$ cat config.mk
export PLATFORM = sky130hd
export DESIGN_NAME = sobel_win
export DESIGN_NICKNAME = d
export VERILOG_FILES = /design/src/rtl/core/sobel_pkg.sv /design/src/rtl/core/sobel_win.sv
export SDC_FILE = /design/constraint.sdc
export NUM_CORES = 1
export LEC_CHECK = 0
export ABC_CLOCK_PERIOD_IN_PS = 8100
export BUFFER_PORTS_ARGS = -buffer_cell sky130_fd_sc_hd__buf_2
export CAP_MARGIN = 25
export CORE_MARGIN = 1.5
export CORE_UTILIZATION = 35
export DETAILED_ROUTE_END_ITERATION = 10
export MAX_ROUTING_LAYER = met4
export PLACE_DENSITY = 0.51
export SYNTH_ARGS = -nofsm -noshare
export SYNTH_HDL_FRONTEND = slang
export SYNTH_SLANG_ARGS = --single-unit
$ cat constraint.sdc
create_clock -name clock -period 8.1 [get_ports clock]
set_clock_uncertainty 0.2 [all_clocks]
set_input_delay 1.62 -clock clock [delete_from_list [all_inputs] [get_ports clock]]
set_output_delay 1.62 -clock clock [all_outputs]
set_load 0.01 [all_outputs]
$ cat src/rtl/core/sobel_pkg.sv
package sobel_pkg;

   localparam int MAX_WIDTH_PIXELS_DEF = 512;
   localparam int CHANNELS_DEF         = 3;

   localparam int SAMPLE_W       = 8;
   localparam int WIDTH_CFG_W    = 10;
   localparam int ROW_W          = 13;
   localparam int CSR_DATA_W     = 13;
   localparam int CSR_INDEX_W    = 1;
   localparam int HEIGHT_MAX     = 4096;
   localparam int MAG_MAX        = 255;
   localparam int WIDTH_RESET    = 512;
   localparam int HEIGHT_RESET   = 512;

   typedef enum logic [CSR_INDEX_W-1:0] {
      REG_FRAME_WIDTH  = 1'b0,
      REG_FRAME_HEIGHT = 1'b1
   } csr_reg_type;

   // Per-item control decoded from the stream position and the drain flag.
   typedef struct packed {
      logic zero_sample;
      logic up_ok;
      logic mid_ok;
      logic emit;
      logic last;
      logic lok;
      logic rok;
   } pos_flags_type;

endpackage

$ cat src/rtl/core/sobel_win.sv
module sobel_win #(
   parameter int CHANNELS = sobel_pkg::CHANNELS_DEF
) (
   input  logic                           clock,
   input  logic                           reset,
   input  logic                           shift_en,
   input  logic [sobel_pkg::SAMPLE_W-1:0] up_byte,
   input  logic [sobel_pkg::SAMPLE_W-1:0] mid_byte,
   input  logic [sobel_pkg::SAMPLE_W-1:0] new_byte,
   input  logic                           lok,
   input  logic                           rok,
   output logic [sobel_pkg::SAMPLE_W-1:0] magnitude
);

   localparam int WINC = 2 * CHANNELS + 1;
   localparam int SW   = sobel_pkg::SAMPLE_W;

   logic [SW-1:0] win_ff [3][WINC];
   logic [SW-1:0] win_in [3][WINC];

   logic signed [SW+3:0] ul, ml, ll, uc, lc, ur, mr, lr;
   logic signed [SW+3:0] gx, gy, ax, ay;
   logic        [SW+3:0] sum;

   always_comb begin
      for (int k = 0; k < 3; k++) begin
         for (int i = 0; i < WINC - 1; i++) begin
            win_in[k][i] = win_ff[k][i+1];
         end
      end
      win_in[0][WINC-1] = up_byte;
      win_in[1][WINC-1] = mid_byte;
      win_in[2][WINC-1] = new_byte;
   end

   always_ff @(posedge clock) begin
      if (reset) begin
         for (int k = 0; k < 3; k++) begin
            for (int i = 0; i < WINC; i++) begin
               win_ff[k][i] <= '0;
            end
         end
      end else if (shift_en) begin
         win_ff <= win_in;
      end
   end

   always_comb begin
      ul = lok ? $signed({4'b0, win_ff[0][0]}) : '0;
      ml = lok ? $signed({4'b0, win_ff[1][0]}) : '0;
      ll = lok ? $signed({4'b0, win_ff[2][0]}) : '0;
      uc = $signed({4'b0, win_ff[0][CHANNELS]});
      lc = $signed({4'b0, win_ff[2][CHANNELS]});
      ur = rok ? $signed({4'b0, win_ff[0][WINC-1]}) : '0;
      mr = rok ? $signed({4'b0, win_ff[1][WINC-1]}) : '0;
      lr = rok ? $signed({4'b0, win_ff[2][WINC-1]}) : '0;

      gx  = (ur + lr + (mr <<< 1)) - (ul + ll + (ml <<< 1));
      gy  = (ll + lr + (lc <<< 1)) - (ul + ur + (uc <<< 1));
      ax  = gx[SW+3] ? -gx : gx;
      ay  = gy[SW+3] ? -gy : gy;
      sum = $unsigned(ax) + $unsigned(ay);

      if (sum > (SW+4)'(sobel_pkg::MAG_MAX)) begin
         magnitude = SW'(sobel_pkg::MAG_MAX);
      end else begin
         magnitude = sum[SW-1:0];
      end
   end

endmodule

==> metrics.txt <==
Syn Nets approximately 1,100; final hold viol count 0; P_leak ~5.6 nW; CTS tree built; Synth Cell Area approximately 9500 um^2; DR vias between 6,000 and 7,000; Max Cap Violations 0; CP startpoint kind primary input; met2 WL ~9500 um; RSZ-0062 raised after global routing yes; Final period util 1.070; post-detail-place hpwl 14,200 um; met3 wire length 349 um; drt first-iter violations about 320; GPL Wtd Cong 0.7532; diode count 0; Mapped Avg Cell Area 9.530 um^2; XOR/XNOR Fraction of Synth Area 0.02771; largest family of logic cells by synthesized area adder cells; Synth Area in Compound Gates 0.05212; Crit Path Class in2out; simple-gate share of the synthesized area 0.1385; Post-synth EDFFs 0; M1 WL 9849 um; area growth from synthesis to layout 28.87%; Post-Synth Adder-Cell Area 0.1818; failing checks setup timing; Slew @ Worst Pin 1.053 ns; Detail Route Antenna Nets 0; Unique masters post-synth 46; status finished with violations; Ports 37; Clock Sinks 168; first-pass GRT wire length 33,350 um; worst hold path type reg2reg; count of state elements after synthesis approximately 170; Hold Path Stages 2; Top Metal Used met4; die height 167.6 um; final setup margin -0.5709 ns; critical path required time approximately 6.3 ns; yosys warns 0; Area after DPL 10,920 um^2; die area between 20,000 and 30,000 um^2; Layout Nets between 1,000 and 1,500; core area 26,800 um^2; CP Max Fanout 8; FF-to-FF path depth 3; Worst-Skew Late Latency 0.42 ns; pin count of the biggest net entering global routing 106; Clock Path Buffers 2; total gr overflow 0; drt drc 0; design area 12,220 um^2; worst slack, placed -0.8406 ns; final setup fails 8; post-route minimum period roughly 8.7 ns; max_slew headroom 0.2982; initial core utilization 0.3538; vias in the first global route ~6,800; mux cell area share after synthesis 0.1797; routed len/inst between 10 and 15 um; H-tree levels 4; peak supply drop approximately 0.18 mV; CP arrival 6.85 ns; register area share after synthesis 0.3547; GRT Resource Usage Total 0.1513; total power 3.764 mW; share of layout cells above drive strength 1 0.2703; Clock Tree Root clkbuf_16; row count 60; initial antenna violation count 0; WL final 19,880 um; TNS Setup -4.039 ns; IO buf count 36; crit end category output pin; Pwr Density 308.0 nW/um^2; top_reg_cell synth dfxtp_1; 1st-pass router iterations 4; async set-reset flop share out of synthesis 0; fmax 115.3 MHz; CTS Buf Count 17; Syn Inst Count around 1,000; Slew Limit Fails 0; Clock transition at path regs 0.06 ns; Die W 167.6 um; drt via density 4.561
==> repair_timing <==
item / CTS / global route
resized for setup: 41 / 70
buffers inserted: 9 / 8
hold buffers: 0 / 0
pin swaps: 28 / 40
setup endpoints to repair: 8 / 8
gates cloned: 2 / 1
==> power by group <==
part           switching, mW  internal, mW
sequential            0.0136         0.841
combinational          0.989          1.12
clock                  0.339         0.467
total                   1.34          2.42
==> sequential cells by signal (all words and copies together) (netlist names) <==
register  cells
lc            8
uc            8
win_ff      152
==> final cells by class <==
type,instances,area [um^2]
Fill cell,2578,14580
Multi-Input combinational cell,668,6196
Sequential cell,168,3363
Timing Repair Buffer,150,1217
Clock buffer,20,446.7
Inverter,115,431.7
Tap cell,341,426.7
Clock inverter,11,138.9
==> worst paths after layout <==
check              startpoint           end  slack, ns
setup / recovery          lok  magnitude[1]      -0.57
hold / removal     win_ff[19]    win_ff[19]       0.29
setup reg to reg  win_ff[118]   win_ff[126]       7.04
hold reg to reg    win_ff[19]    win_ff[19]       0.29
==> layout by cell type (no fill, tap or decap), drive strengths merged, types with 7 or more instances in the layout <==
cell	count
ha	37
nor2	200
a21o	8
a31oi	7
mux2i	168
dfxtp	168
xor2	17
fa	63
clkbuf	21
buf	148
nand2	40
inv	119
and2	18
a21oi	14
o21ai	12
xnor2	13
==> synthesized netlist by cell type, types with 2 or more instances <==
cell | instances | area share
a211oi_2 | 2 | 0.0026
a31oi_1 | 7 | 0.0046
xnor2_1 | 13 | 0.012
o31ai_1 | 4 | 0.0032
a2111oi_2 | 2 | 0.0032
inv_1 | 115 | 0.046
buf_2 | 13 | 0.0069
o21ai_0 | 7 | 0.0037
o21ai_1 | 5 | 0.0026
nand2_1 | 40 | 0.016
nor3_1 | 5 | 0.0026
xor2_1 | 17 | 0.016
nor4b_4 | 2 | 0.0050
mux2i_1 | 168 | 0.18
mux2_2 | 2 | 0.0024
nor3b_1 | 6 | 0.0047
nor2_1 | 200 | 0.079
o21a_1 | 5 | 0.0040
a211oi_1 | 4 | 0.0032
o21bai_1 | 2 | 0.0016
and3_1 | 6 | 0.0040
a21o_1 | 8 | 0.0063
and2_1 | 18 | 0.012
fa_1 | 63 | 0.13
a21oi_1 | 14 | 0.0074
or2_1 | 2 | 0.0013
dfxtp_1 | 168 | 0.35
nand2b_1 | 6 | 0.0040
or4b_1 | 3 | 0.0032
o2111a_1 | 2 | 0.0024
o211ai_1 | 3 | 0.0024
nand3_1 | 4 | 0.0021
ha_1 | 37 | 0.049
nor2b_1 | 2 | 0.0013
clkbuf_1 | 29 | 0.011
==> per-stage QoR <==
step	cells	util	hold WS [ns]
2_1_floorplan	995	-	0.2515
3_3_place_gp	1421	0.4076	0.2633
3_5_place_dp	1421	0.4076	0.2766
4_1_cts	1463	0.4401	0.2988
5_1_grt	1473	0.4560	0.3111
6_report	1473	0.4560	0.2926
==> per-layer routing <==
layer	track usage	vias up
met3	0.02600	12
met1	0.1977	3180
met5	-	-
li1	-	3481
met2	0.2433	46
met4	0.03760	0
==> kinds of logic (layout without fill, tap and decap cells) <==
family	Yosys count	in the layout
and+or+nand+nor	298	298
muxes	170	170
DFF	168	168
buffers and inverters	159	296
adders and majority gates	100	100
AOI/OAI and AO/OA	70	70
xor gates and xnor gates	30	30
==> critical path: stages <==
cell and delay [ns]:
buf_12 0.12, buf_8 0.12, and2_4 0.16, fa_1 0.49, inv_2 0.05, ha_4 0.26, inv_2 0.03, fa_1 0.55
ha_2 0.20, inv_2 0.04, fa_2 0.39, nand2b_4 0.18, a21oi_4 0.14, xor2_2 0.09, buf_4 0.13, buf_4 0.13
nor4b_4 0.29, nor2_1 0.09, xnor2_1 0.15, ha_2 0.37, a21oi_1 0.07, o21bai_1 0.22, a21oi_4 0.08, buf_4 0.15
a21oi_4 0.16, o221ai_4 0.16, or2_1 0.26, buf_2 0.14
(Power assumes the default switching activity.)
