$ cat src/rtl/core/sobel_pkg.sv
package sobel_pkg;

   localparam int MAX_WIDTH_PIXELS_DEF = 512;
   localparam int CHANNELS_DEF         = 3;

   localparam int SAMPLE_W       = 8;
   localparam int WIDTH_CFG_W    = 10;
   localparam int ROW_W          = 13;
   localparam int CSR_DATA_W     = 13;
   localparam int CSR_INDEX_W    = 1;
   localparam int HEIGHT_MAX     = 4096;
   localparam int MAG_MAX        = 255;
   localparam int WIDTH_RESET    = 512;
   localparam int HEIGHT_RESET   = 512;

   typedef enum logic [CSR_INDEX_W-1:0] {
      REG_FRAME_WIDTH  = 1'b0,
      REG_FRAME_HEIGHT = 1'b1
   } csr_reg_type;

   // Per-item control decoded from the stream position and the drain flag.
   typedef struct packed {
      logic zero_sample;
      logic up_ok;
      logic mid_ok;
      logic emit;
      logic last;
      logic lok;
      logic rok;
   } pos_flags_type;

endpackage

$ cat src/rtl/core/sobel_pos.sv
module sobel_pos #(
   parameter int MAX_WIDTH_PIXELS = sobel_pkg::MAX_WIDTH_PIXELS_DEF,
   parameter int CHANNELS         = sobel_pkg::CHANNELS_DEF,
   localparam int MAX_BYTES       = MAX_WIDTH_PIXELS * CHANNELS,
   localparam int AW              = $clog2(MAX_BYTES)
) (
   input  logic                                clock,
   input  logic                                reset,
   input  logic                                advance,
   input  logic                                drain,
   input  logic [sobel_pkg::WIDTH_CFG_W-1:0]   cfg_width,
   input  logic [sobel_pkg::ROW_W-1:0]         cfg_height,
   output logic [AW-1:0]                       addr,
   output sobel_pkg::pos_flags_type            flags
);

   localparam int COLW = $clog2(MAX_BYTES + 1);
   localparam int PXW  = $clog2(MAX_WIDTH_PIXELS + 1);
   localparam int RW   = sobel_pkg::ROW_W;

   logic [COLW-1:0] col_ff, col_in;
   logic [RW-1:0]   row_ff, row_in;

   logic [PXW-1:0]  px_eff;
   logic [COLW-1:0] wb, ch_c, col_a;
   logic [RW-1:0]   h_eff, h_p1, row_a;
   logic [COLW:0]   cc, cc_r;
   logic            last;

   always_comb begin
      if (cfg_width == '0) begin
         px_eff = PXW'(1);
      end else if (32'(cfg_width) > 32'(MAX_WIDTH_PIXELS)) begin
         px_eff = PXW'(MAX_WIDTH_PIXELS);
      end else begin
         px_eff = PXW'(cfg_width);
      end
      wb   = COLW'(32'(px_eff) * CHANNELS);
      ch_c = COLW'(CHANNELS);

      if (cfg_height == '0) begin
         h_eff = RW'(1);
      end else if (32'(cfg_height) > 32'(sobel_pkg::HEIGHT_MAX)) begin
         h_eff = RW'(sobel_pkg::HEIGHT_MAX);
      end else begin
         h_eff = cfg_height;
      end
      h_p1 = h_eff + RW'(1);

      // A finished row wraps first; a row past the flush rows restarts the frame.
      if (col_ff >= wb) begin
         col_a = '0;
         row_a = row_ff + RW'(1);
      end else begin
         col_a = col_ff;
         row_a = row_ff;
      end
      if (row_a > h_p1) begin
         col_a = '0;
         row_a = '0;
      end

      last = (row_a == h_p1) && (col_a == ch_c - COLW'(1));

      flags.zero_sample = drain || (row_a >= h_eff);
      flags.up_ok       = row_a >= RW'(2);
      flags.mid_ok      = row_a != '0;
      flags.emit        = (row_a != '0) && ((row_a > RW'(1)) || (col_a >= ch_c)) &&
                          ((row_a < h_p1) || ((row_a == h_p1) && (col_a <= ch_c - COLW'(1))));
      flags.last        = last;

      // Column of the centre byte, one row plus one pixel behind the stream.
      if (col_a >= ch_c) begin
         cc = {1'b0, col_a} - {1'b0, ch_c};
      end else begin
         cc = {1'b0, col_a} + {1'b0, wb} - {1'b0, ch_c};
      end
      cc_r       = cc + {1'b0, ch_c};
      flags.lok  = cc >= {1'b0, ch_c};
      flags.rok  = cc_r < {1'b0, wb};

      addr = col_a[AW-1:0];

      if (last) begin
         col_in = '0;
         row_in = '0;
      end else begin
         col_in = col_a + COLW'(1);
         row_in = row_a;
      end
   end

   always_ff @(posedge clock) begin
      if (reset) begin
         col_ff <= '0;
         row_ff <= '0;
      end else if (advance) begin
         col_ff <= col_in;
         row_ff <= row_in;
      end
   end

endmodule

$ cat config.mk
export PLATFORM = sky130hd
export DESIGN_NAME = sobel_pos
export DESIGN_NICKNAME = d
export VERILOG_FILES = /design/src/rtl/core/sobel_pkg.sv /design/src/rtl/core/sobel_pos.sv
export SDC_FILE = /design/constraint.sdc
export NUM_CORES = 1
export LEC_CHECK = 0
export BUFFER_PORTS_ARGS = -buffer_cell sky130_fd_sc_hd__buf_2
export CAP_MARGIN = 30
export CORE_MARGIN = 2
export CORE_UTILIZATION = 40
export DETAILED_ROUTE_END_ITERATION = 10
export PLACE_DENSITY = 0.61
export RECOVER_POWER = 50
export SKIP_LAST_GASP = 1
export SLEW_MARGIN = 10
export SYNTH_ARGS = -nofsm -noshare
export SYNTH_HDL_FRONTEND = slang
export SYNTH_SLANG_ARGS = --single-unit
$ cat constraint.sdc
create_clock -name clock -period 18.7 [get_ports clock]
set_input_delay 3.74 -clock clock [delete_from_list [all_inputs] [get_ports clock]]
set_output_delay 3.74 -clock clock [all_outputs]
set_load 0.01 [all_outputs]
==> impl_summary.md, run 1 <==
Worst setup path
The largest single stage delay on the critical path is about 0.43 ns. The worst-path maximum fanout is 10. Counting stages on the worst path, the most repeated cell is sky130_fd_sc_hd__ha_1. Data on the critical path is required at its endpoint by roughly 15 ns. STA classifies the critical path startpoint as an input port. The start-to-end type of the worst setup path is in2out. The cell at the slowest stage of the critical path is sky130_fd_sc_hd__a2111o_1. Data arrives at the worst endpoint at 14.22 ns. The setup check on the worst reg-to-reg path leaves a slack of 12.10 ns. The type of element capturing the critical path is a primary output.

Detailed routing
After detailed routing, the number of remaining DRC violations is 0. The routed length per instance is 17.0 µm. The total vias in the final route is 5305. Once detail routing completed, the nets flagged for antenna violations numbered 0. The initial DRC count is ~580. The detail-routed via count per cell is 5.83. The final layout contains routed wiring with a total length of 15.5 mm. The length of the first detailed-routing pass in iterations is 5.

Floorplan
The die area is roughly 14000 µm². The standard-cell row count is 41. The placeable core region is 12500 µm². In this run the count of I/O pins placed on the die edge is 45. The initial cell density of the core is 0.406. The die is 116 µm tall. Measured along the x axis, the die boundary spans 116 µm.

Clock network
The buffer cell driving the clock tree root is sky130_fd_sc_hd__clkbuf_16. For the worst-skew pair, the clock arrives at the later sink with an insertion delay of 0.26 ns. In this run, CTS created clock tree buffers numbering 3.

The depth of the CTS H-tree is 1. Counting along the longest clock path gives a buffer depth of 2. TritonCTS built the clock tree.

Clock-pin slew was measured on the worst setup and hold paths at ~0.06 ns. The number of clock sinks is 24.

Timing
The part of the cycle the worst path needs is 0.961. The count of final setup violators is 0. The relative slew slack is 0.315.

The minimum clock period is 17.96 ns. For the pin with the worst max-slew slack, the measured transition is 1.02 ns. Based on the critical path, the design can be clocked at up to about 56 MHz. The number of pins with negative max-slew slack in the final report is 0. Once routing completed, OpenROAD measured the worst setup slack at about 0.74 ns. The setup TNS is 0 ns. The clock arrives with 0.00266 ns of skew. On the final layout, the worst hold slack is 0.537 ns. The number of hold-slack violations in the final timing report is 0.

Global routing
The number of antenna violations at the first check in global routing is 0. The total overflow left after global routing is 0. The via count of the first global-routing pass was about 5000. Entering global routing, the biggest net connects 25 pins. The first global-routing pass estimated 24.9 mm of wire. In the global route stage, overall resource usage came out at 0.229.

Run status
The run finished with clean final reports.

Synthesis
The fraction of synthesized cell area taken by the top area cell type is 0.215. For this run, the register share of the synthesized area comes to 0.0950. The mapped netlist covers 5060 µm². When the netlist entered floorplanning its net count stood at 823. Counting flops with a built-in enable in the synthesized netlist gives 0. In the post-synthesis netlist, the biggest area contributors are sky130_fd_sc_hd__ha_1, sky130_fd_sc_hd__dfxtp_1, sky130_fd_sc_hd__xnor2_1. The count of distinct cell types in the synthesized netlist is 80. Yosys printed 0 warnings. The post-synthesis cell count is just over 700. The average cell area after synthesis is 7.14 µm². In this run, synthesis produced a sequential element count of 24.

The flip-flop cell with the highest count after synthesis is sky130_fd_sc_hd__dfxtp_1. The post-synthesis async set-or-reset flop share is 0. The largest area contributor in the synthesized netlist is sky130_fd_sc_hd__ha_1.

Final layout
For this run, the post-layout net count is 854. In the final layout, the share of cells above drive strength 1 is 0.129. The number of inserted filler cells in the final layout is 1288. The area growth from synthesis to final layout is 10.8%. The final instance area is 5600 µm².

The number of antenna repair diodes is 0. Summing all flip-flop and latch instances after layout gives 480 µm². The multi-input combinational cells in the finished layout cover a total of 4260 µm².

Placed design
The post-detailed-placement cell area is 5430 µm². The count of buffers added on input and output ports is 44. Routability-driven placement finished with a final weighted congestion of 1.01. The detailed-placement wirelength estimate is about 13 mm. OpenSTA, run right after detailed placement, puts the worst setup slack at about 0.29 ns.

Pwr
The final total power is 0.302 mW. The static power due to leakage is between 2 and 3 nW. The worst-case IR drop observed on VDD is a little over 0.04 mV. The power density relative to cell area is 53.8 nW/µm².

Hold path
The path type of the worst min-delay path is reg2reg.

Job
The tool flagged a number of max-cap violations equal to 0.
==> cells by family (layout without fill, tap and decap cells) <==
group                    count (synthesis)  in the layout  share of synthesized area
AO/OA/AOI/OAI                          170            170                      0.233
adder cells (fa/ha/maj)                 90             90                      0.224
flip-flops                              24             24                     0.0950
multiplexers                             5              5                     0.0104
buffers and inverters                   93            123                     0.0735
AND/OR/NAND/NOR                        273            273                      0.273
XOR/XNOR                                53             53                     0.0918
==> worst max-delay path, delay by kind of cell <==
family,cells,cell delay (ns)
compound gates,23,4.65
fa+ha+maj,9,2.71
simple gates,10,1.76
xor+xnor,4,0.94
buf+inv,3,0.42
==> cell type report <==
cell class / instances / area share
Multi-Input combinational cell: 591 / 0.761
Sequential cell: 24 / 0.0857
Timing Repair Buffer: 54 / 0.0527
Inverter: 65 / 0.0435
Tap cell: 172 / 0.0384
Clock buffer: 3 / 0.0134
Clock inverter: 1 / 0.00536
==> synthesized netlist by cell type (all sizes together) (3+ instances only) <==
| library cell | n |
|---|---|
| nand2b | 5 |
| buf | 9 |
| a22oi | 13 |
| o21ai | 35 |
| o22ai | 3 |
| a211oi | 6 |
| a21o | 11 |
| clkbuf | 19 |
| and3 | 8 |
| and2 | 10 |
| nor3 | 28 |
| nand2 | 69 |
| mux2i | 3 |
| ha | 87 |
| a31oi | 6 |
| and4 | 5 |
| nor3b | 3 |
| a21oi | 49 |
| nand4 | 17 |
| o211ai | 6 |
| xor2 | 18 |
| nor4 | 9 |
| nand3 | 20 |
| o21a | 8 |
| inv | 65 |
| o21bai | 3 |
| o31a | 3 |
| or3 | 6 |
| xnor2 | 35 |
| nor2b | 14 |
| nor2 | 68 |
| dfxtp | 24 |
==> routing by layer <==
layer,up-vias,part of all wire,global-route usage
li1,2602,-,-
met1,2468,0.47,0.318
met2,210,0.45,0.380
met3,25,0.071,0.0400
met4,0,0.012,0.0325
met5,-,0,0
==> power by group <==
| group | internal (mW) | switching (mW) | leakage, nW |
|---|---|---|---|
| clock network | 0.0426 | 0.0200 | 0.0511 |
| registers | 0.0515 | 0.00106 | 0.194 |
| logic | 0.0776 | 0.109 | 2.48 |
| total | 0.172 | 0.130 | 2.73 |
==> through the flow <==
stage | instances | util
4_1_cts | 908 | 0.444
3_5_place_dp | 904 | 0.435
3_3_place_gp | 904 | 0.435
2_1_floorplan | 708 | -
6_report | 910 | 0.450
5_1_grt | 910 | 0.450
==> worst paths after layout <==
path,start,end,depth (start not counted)
min reg2reg,row_ff[12],row_ff[12],2
max,cfg_width[3],flags[0],49
min,row_ff[12],row_ff[12],2
max reg2reg,col_ff[0],row_ff[9],25
==> what timing repair did <==
action / in CTS / in global routing
hold buffers: 0 / 0
buffers inserted: 0 / 2
resized for setup: 0 / 14
endpoints found under the hold margin: 0 / 0
endpoints found under the setup margin: 0 / 1
==> sequential cells by signal (all words and copies together) (netlist names) <==
name,cells
row_ff,13
col_ff,11
==> placed cells by master (no fill, tap or decap), types with 6 or more instances in the layout <==
| cell | netlist | layout |
|---|---|---|
| sky130_fd_sc_hd__dfxtp_1 | 24 | 24 |
| sky130_fd_sc_hd__and2_1 | 9 | 7 |
| sky130_fd_sc_hd__xnor2_1 | 35 | 35 |
| sky130_fd_sc_hd__inv_1 | 63 | 63 |
| sky130_fd_sc_hd__or3_1 | 6 | 6 |
| sky130_fd_sc_hd__buf_2 | 6 | 44 |
| sky130_fd_sc_hd__nor2b_1 | 14 | 14 |
| sky130_fd_sc_hd__nor4_1 | 8 | 7 |
| sky130_fd_sc_hd__nor2_1 | 67 | 66 |
| sky130_fd_sc_hd__buf_4 | 2 | 10 |
| sky130_fd_sc_hd__a21oi_1 | 47 | 45 |
| sky130_fd_sc_hd__ha_1 | 87 | 87 |
| sky130_fd_sc_hd__and3_1 | 8 | 8 |
| sky130_fd_sc_hd__a31oi_1 | 6 | 6 |
| sky130_fd_sc_hd__a22oi_1 | 13 | 13 |
| sky130_fd_sc_hd__nand4_1 | 17 | 17 |
| sky130_fd_sc_hd__o21ai_0 | 32 | 31 |
| sky130_fd_sc_hd__a21o_1 | 10 | 10 |
| sky130_fd_sc_hd__nand2_1 | 68 | 68 |
| sky130_fd_sc_hd__nor3_1 | 25 | 25 |
| sky130_fd_sc_hd__nand3_1 | 20 | 20 |
| sky130_fd_sc_hd__o21a_1 | 8 | 8 |
| sky130_fd_sc_hd__xor2_1 | 18 | 16 |
Note: power is estimated with default switching activity, not from simulation.
==> run 2, diff against run 1 <==
BUFFER_PORTS_ARGS = unset   (was -buffer_cell sky130_fd_sc_hd__buf_2)
DONT_BUFFER_PORTS = 1   (was unset)
PLACE_DENSITY = 0.58   (was 0.61)
RECOVER_POWER = unset   (was 50)
==> run 2 against run 1 <==
- critical path depth rose by 1
- setup slack improved by 0.039 ns
- worst hold slack improved by 0.023 ns
- utilization fell by 2.0 points
- die area did not move
- critical path type unchanged
- critical endpoint unchanged
- largest power group unchanged
- highest routed layer unchanged
==> impl_summary.md, run 2 (synthesized netlist as in run 1, its figures left out) <==
Timing
The least setup slack across all paths after layout was 0.774 ns (+0.0386 ns). The slew at the pin closest to its max-slew limit is 0.835 ns (-0.188 ns). The final-layout worst hold slack was 0.560 ns (+0.0234 ns). The setup TNS is 0 ns (unchanged). The maximum clock frequency is 55.8 MHz (+0.22%). The minimum clock period was 17.93 ns (-0.0386 ns).

The relative slew slack is 0.438 (+0.123). The number of hold-slack violations in the final timing report is 0 (unchanged). The final worst clock skew is 0.00562 ns (+0.00295 ns).

The number of pins with negative max-slew slack in the final report was 0 (unchanged). The part of the cycle the worst path needs is 0.959 (-0.00207). The count of final setup violators came to 0 (unchanged).

Detailed routing
The residual DRC count came to 0 (unchanged). The antenna violation net count after detailed routing is 0 (unchanged). The detail-routed via count per cell is 5.88 (+0.90%). The initial DRC count is 393 (-32%). The length of the first detailed-routing pass in iterations is 5 (unchanged). The total vias in the final route is 5088 (-4.1%). The routed length per instance was 17.5 µm (+3.1%). The total length of routed wires is 15.2 mm (-2.0%).

Final layout
The largest registers in the layout are row_ff x13, col_ff x11. The final core utilization came to 0.430 (-0.0196). The most common cell after layout, fill and taps aside is sky130_fd_sc_hd__ha_1. The number of antenna repair diodes was 0 (unchanged). Compared with the post-synthesis result, the final layout area differs by 5.96%. The final instance area is 5360 µm² (-4.4%). The number of nets in the final layout came to 809 (-5.3%).

The largest register by flop count is row_ff. Leaving out fill and tap cells, the most frequent cells in the layout are sky130_fd_sc_hd__ha_1, sky130_fd_sc_hd__nand2_1, sky130_fd_sc_hd__nor2_1. The number of flip-flops under the largest register name is 13 (unchanged). The number of inserted filler cells in the final layout was 1304 (+1.2%).

The fraction of layout instances using a drive strength above 1 is 0.0707 (-0.0580).

Worst setup path
The required time of the worst setup path is 14.96 ns (about the same). The worst path arrival time is 14.19 ns (-0.03 ns). The worst setup path is launched from an input port. The start-to-end type of the worst setup path is in2out. The delay of the slowest cell on the worst path is 0.46 ns (+0.03 ns). STA classifies the critical path endpoint as a primary output. The worst-path maximum fanout is 24 (+14). The cell at the slowest stage of the critical path is sky130_fd_sc_hd__a2111oi_0.

Pwr
The power density relative to cell area is 53.9 nW/µm² (+0.16%). The static power due to leakage is 2.53 nW (-7.1%). The worst voltage drop across the vdd grid is 0.0319 mV (-21%).

Clock network
The depth of the CTS H-tree is 1 (unchanged). The maximum buffer depth of the clock tree is 2 (unchanged). The CTS buffer count is 3 (unchanged). The buffer cell driving the clock tree root is sky130_fd_sc_hd__clkbuf_16. The post-CTS clock slew at the launch and capture registers of the worst setup and hold paths is 0.06 ns (about the same). TritonCTS built the clock tree. The number of clock sinks is 24 (unchanged). The insertion delay of the later-clocked pin in the worst-skew pair is 0.26 ns (about the same).

Floorplan
The die width is 116 µm (unchanged). The die area came to 13600 µm² (unchanged). The standard-cell row count is 41 (unchanged). The initial cell density of the core came to 0.406 (unchanged). The y dimension of the die was 116 µm (unchanged). The placeable core region is 12500 µm² (unchanged). The number of I/O pins was 45 (unchanged).

Global routing
The global route total overflow is 0 (unchanged). The pin count of the biggest net entering global routing came to 25 (unchanged). The global routing usage summed across all routing layers came to 0.225 (-0.00368). The via count of the first global-routing pass came to 4680 (-6.5%). The number of antenna violations at the first check in global routing is 0 (unchanged). The first-pass GRT wire length is 24.4 mm (-2.0%).

Hold path
The path type of the worst min-delay path is reg2reg.

Placed design
The pre-CTS setup slack was 0.400 ns (+0.112 ns). The post-detailed-placement cell area is 5210 µm² (-4.1%). The global placer's final weighted congestion came to 0.948 (-6.5%).

The detailed-placement wirelength estimate is 12.4 mm (-2.0%). The count of port buffers added during placement was 0 (-100%).

Run status
The run finished with clean final reports.

Job
The number of maximum-capacitance constraint violations is 0 (unchanged).
-- run 2: cell types whose count changed in the layout (fill, tap and decap cells not counted), sizes merged --
cell / delta
buf: -45
-- run 2: path summary, 6_finish.rpt --
| check | slack, ns | depth (start not counted) | startpoint | end |
|---|---|---|---|---|
| max | 0.77 | 50 | cfg_width[6] | flags[0] |
| min | 0.56 | 2 | row_ff[12] | row_ff[12] |
| max reg2reg | 11.99 | 25 | col_ff[0] | row_ff[3] |
| min reg2reg | 0.56 | 2 | row_ff[12] | row_ff[12] |
-- run 2: layout make-up --
| class | count | area (µm²) | share of cell area |
|---|---|---|---|
| tap | 172 | 215 | 0.0401 |
| multi-input combinational | 591 | 4240 | 0.792 |
| sequential | 24 | 480 | 0.0896 |
| clock buffer | 3 | 75.1 | 0.0140 |
| inverter | 65 | 244 | 0.0455 |
| clock inverter | 1 | 30.0 | 0.00560 |
| timing repair buffer | 9 | 71.3 | 0.0133 |
-- run 2: stage by stage --
step	power, mW	instances
final	0.289	865
after global routing	0.309	865
after CTS	0.282	864
after detailed placement	0.219	860
after global placement	0.218	860
after floorplan	0.184	708
-- run 2: what timing repair did --
action                                  CTS  global route
endpoints found under the setup margin    0             1
setup buffers                             0             1
hold buffers                              0             0
gates resized for setup                   0             9
-- run 2: report_power, final --
group	total [mW]	leakage [nW]	internal [mW]	switching [mW]
registers	0.0525	0.194	0.0515	0.00102
logic	0.174	2.29	0.0725	0.101
clock network	0.0628	0.0511	0.0426	0.0201
-- run 2: routing by layer --
| layer | vias to the layer above | wire (µm) | GRT usage | part of all wire |
|---|---|---|---|---|
| met5 | - | 0 | 0 | 0 |
| met4 | 0 | 89 | 0.0294 | 0.0059 |
| met3 | 11 | 1120 | 0.0400 | 0.074 |
| met2 | 181 | 6640 | 0.357 | 0.44 |
| met1 | 2374 | 7320 | 0.327 | 0.48 |
| li1 | 2522 | - | - | - |
-- run 2: worst max-delay path: cells and delay by family --
kind,cells,cell delay (ns)
buffers and inverters,4,0.58
AND/OR/NAND/NOR,13,2.01
XOR/XNOR,4,0.71
adder cells (fa/ha/maj),7,2.20
AO/OA/AOI/OAI,22,4.92
==> run 3, diff against run 2 <==
GPL_TIMING_DRIVEN = 0   (was unset)
PLACE_DENSITY = 0.6   (was 0.58)
clock period = 15.15 ns   (was 18.7 ns; I/O delays follow)
==> run 3 against run 2 <==
- register-to-register slack worse by 3.3 ns
- worst hold slack better by 0.0056 ns
- total power up 30%
- the flow now finishes with violations (setup timing)
- sequential power up 22%
- clock skew down 0.0031 ns
- largest power group unchanged
- sequential cell count unchanged
- largest cell class unchanged
==> impl_summary.md, run 3 (synthesized netlist as in run 1, its figures left out) <==
Detailed routing
The total length of routed wires came to 15.8 mm (+4.3%). The detail-routed via count per cell is 5.77 (-1.8%). The residual DRC count is 0 (unchanged). The length of the first detailed-routing pass in iterations is 5 (unchanged). The total vias in the final route came to 5237 (+2.9%). The routed length per instance came to 17.4 µm (-0.57%). The antenna violation net count after detailed routing is 0 (unchanged). The initial DRC count is 418 (+6.4%).

Final layout
The final instance area is 5970 µm² (+11%). The number of flip-flops under the largest register name is 13 (unchanged). Leaving out fill and tap cells, the most frequent cells in the layout are sky130_fd_sc_hd__ha_1, sky130_fd_sc_hd__nand2_1, sky130_fd_sc_hd__inv_1, sky130_fd_sc_hd__nor2_1, sky130_fd_sc_hd__a21oi_1. Relative to the synthesized area, the layout overhead comes to 18.0%. The largest registers in the layout are row_ff x13, col_ff x11.

The most common cell after layout, fill and taps aside is sky130_fd_sc_hd__ha_1. The fraction of layout instances using a drive strength above 1 is 0.163 (+0.0926). Ranked by flip-flop count, first place goes to row_ff. The number of nets in the final layout is 852 (+5.3%). The number of antenna repair diodes came to 0 (unchanged).

Run status
The run finished, with violations left. The checks that failed: setup timing.

Global routing
The via count of the first global-routing pass is 4784 (+2.2%). The layer with the highest usage is met2. The met3 track demand over resource in global routing came to 0.0348 (-0.00519). The met2 global-route usage is 0.357 (-0.000775). The met1 usage is 0.329 (+0.00189). The first-pass GRT wire length is 24.5 mm (+0.42%). The global routing usage summed across all routing layers was 0.226 (+0.000903).

The number of antenna violations at the first check in global routing is 0 (unchanged). The pin count of the biggest net entering global routing is 13 (-48%). The global route total overflow came to 0 (unchanged).

Worst setup path
The type of element capturing the critical path is a primary output. The slowest stage of the critical path belongs to the cell sky130_fd_sc_hd__a2111o_1. The required time of the worst setup path is 12.12 ns (-2.84 ns). The register-to-register path setup slack is 8.66 ns (-3.33 ns). The start-to-end type of the worst setup path is in2out. The worst path arrival time is 12.68 ns (-1.51 ns). By instance count, the cell type seen most on the critical path is sky130_fd_sc_hd__ha_1. The delay of the slowest cell on the worst path was 0.46 ns (about the same).

The worst-path maximum fanout came to 10 (-58%). STA classifies the critical path startpoint as an input port.

Placed design
The detailed-placement wirelength estimate is 12.4 mm (+0.15%). The count of port buffers added during placement is 0 (unchanged). The global placer's final weighted congestion is 0.936 (-1.3%). The post-detailed-placement cell area is 5460 µm² (+4.9%).

Timing
The final worst clock skew came to 0.00255 ns (-0.00307 ns). The number of pins with negative max-slew slack in the final report is 0 (unchanged). The maximum clock frequency is 63.7 MHz. The final-layout worst hold slack is 0.566 ns (+0.00564 ns).

The relative slew slack is 0.540 (+0.103). The count of final setup violators is 1 (+1). Setup repair after global routing could not meet its margin everywhere.

The least setup slack across all paths after layout is -0.557 ns (-1.33 ns). The number of hold-slack violations in the final timing report came to 0 (unchanged). The slew at the pin closest to its max-slew limit is 0.682 ns (-0.153 ns). The part of the cycle the worst path needs is 1.04. The setup TNS is -0.557 ns (-0.557 ns). The minimum clock period is 15.71 ns.

Pwr
The worst voltage drop across the vdd grid is 0.0320 mV (+0.45%). The final total power is 0.375 mW (+30%). The power density relative to cell area is 62.8 nW/µm² (+17%).

The static power due to leakage is 2.71 nW (+7.0%).

Clock network
The number of clock sinks was 24 (unchanged). The maximum buffer depth of the clock tree is 2 (unchanged). The cts-stage hold buffer count is 0 (unchanged). The insertion delay of the later-clocked pin in the worst-skew pair is 0.26 ns (about the same). The depth of the CTS H-tree is 1 (unchanged). The post-CTS clock slew at the launch and capture registers of the worst setup and hold paths came to 0.06 ns (about the same). The buffer cell driving the clock tree root is sky130_fd_sc_hd__clkbuf_16.

The TritonCTS clock tree is done. The CTS buffer count is 3 (unchanged).

Floorplan
The die area is 13600 µm² (unchanged). The y dimension of the die is 116 µm (unchanged). The number of I/O pins is 45 (unchanged).

The standard-cell row count is 41 (unchanged). The die width was 116 µm (unchanged). The initial cell density of the core is 0.406 (unchanged). The placeable core region is 12500 µm² (unchanged).

Hold path
The worst hold path belongs to the class reg2reg.

Job
The number of maximum-capacitance constraint violations is 0 (unchanged).
-- run 3: metal layers --
metal	routed length, µm	vias to the layer above	part of all wire
li1	-	2591	-
met1	7500	2451	0.47
met2	7110	175	0.45
met3	992	20	0.063
met4	213	0	0.013
met5	0	-	0
-- run 3: report_power, final --
group / internal [mW] / switching [mW] / total [mW]
Sequential: 0.0636 / 0.000731 / 0.0643
Combinational: 0.110 / 0.143 / 0.253
Clock: 0.0350 / 0.0223 / 0.0572
Total: 0.209 / 0.166 / 0.375
-- run 3: worst paths after layout --
check / end / depth (start not counted) / start
hold reg to reg: row_ff[12] / 2 / row_ff[12]
hold / removal: row_ff[12] / 2 / row_ff[12]
setup reg to reg: col_ff[8] / 29 / col_ff[0]
setup / recovery: flags[0] / 52 / cfg_width[3]
-- run 3: repair_timing --
| action | CTS | global route |
|---|---|---|
| resized for setup | 35 | 12 |
| endpoints found under the setup margin | 2 | 1 |
| setup buffers | 21 | 3 |
| pin swaps | 28 | 12 |
-- run 3: final cells by class --
cell class                 instances  area [µm²]
clock buffer                       3        75.1
multi-input combinational        591        4620
inverter                          65         244
timing repair buffer              24         184
buffer                            28         148
fill                            1234        6500
sequential                        24         480
tap                              172         215
-- run 3: critical path: cells and delay by family --
family | cells | cell delay, ns
XOR/XNOR | 4 | 0.68
AO/OA/AOI/OAI | 23 | 4.58
adder cells (fa/ha/maj) | 7 | 1.95
AND/OR/NAND/NOR | 13 | 1.69
buffers and inverters | 5 | 0.69
-- run 3: per-stage QoR --
| step | cells | setup slack [ns] | utilization |
|---|---|---|---|
| 5_1_grt | 907 | -1.04 | 0.479 |
| 3_3_place_gp | 880 | -1.93 | 0.438 |
| 2_1_floorplan | 708 | 0.00662 | - |
| 3_5_place_dp | 880 | -2.01 | 0.438 |
| 4_1_cts | 904 | -0.439 | 0.472 |
| 6_report | 907 | -0.557 | 0.479 |
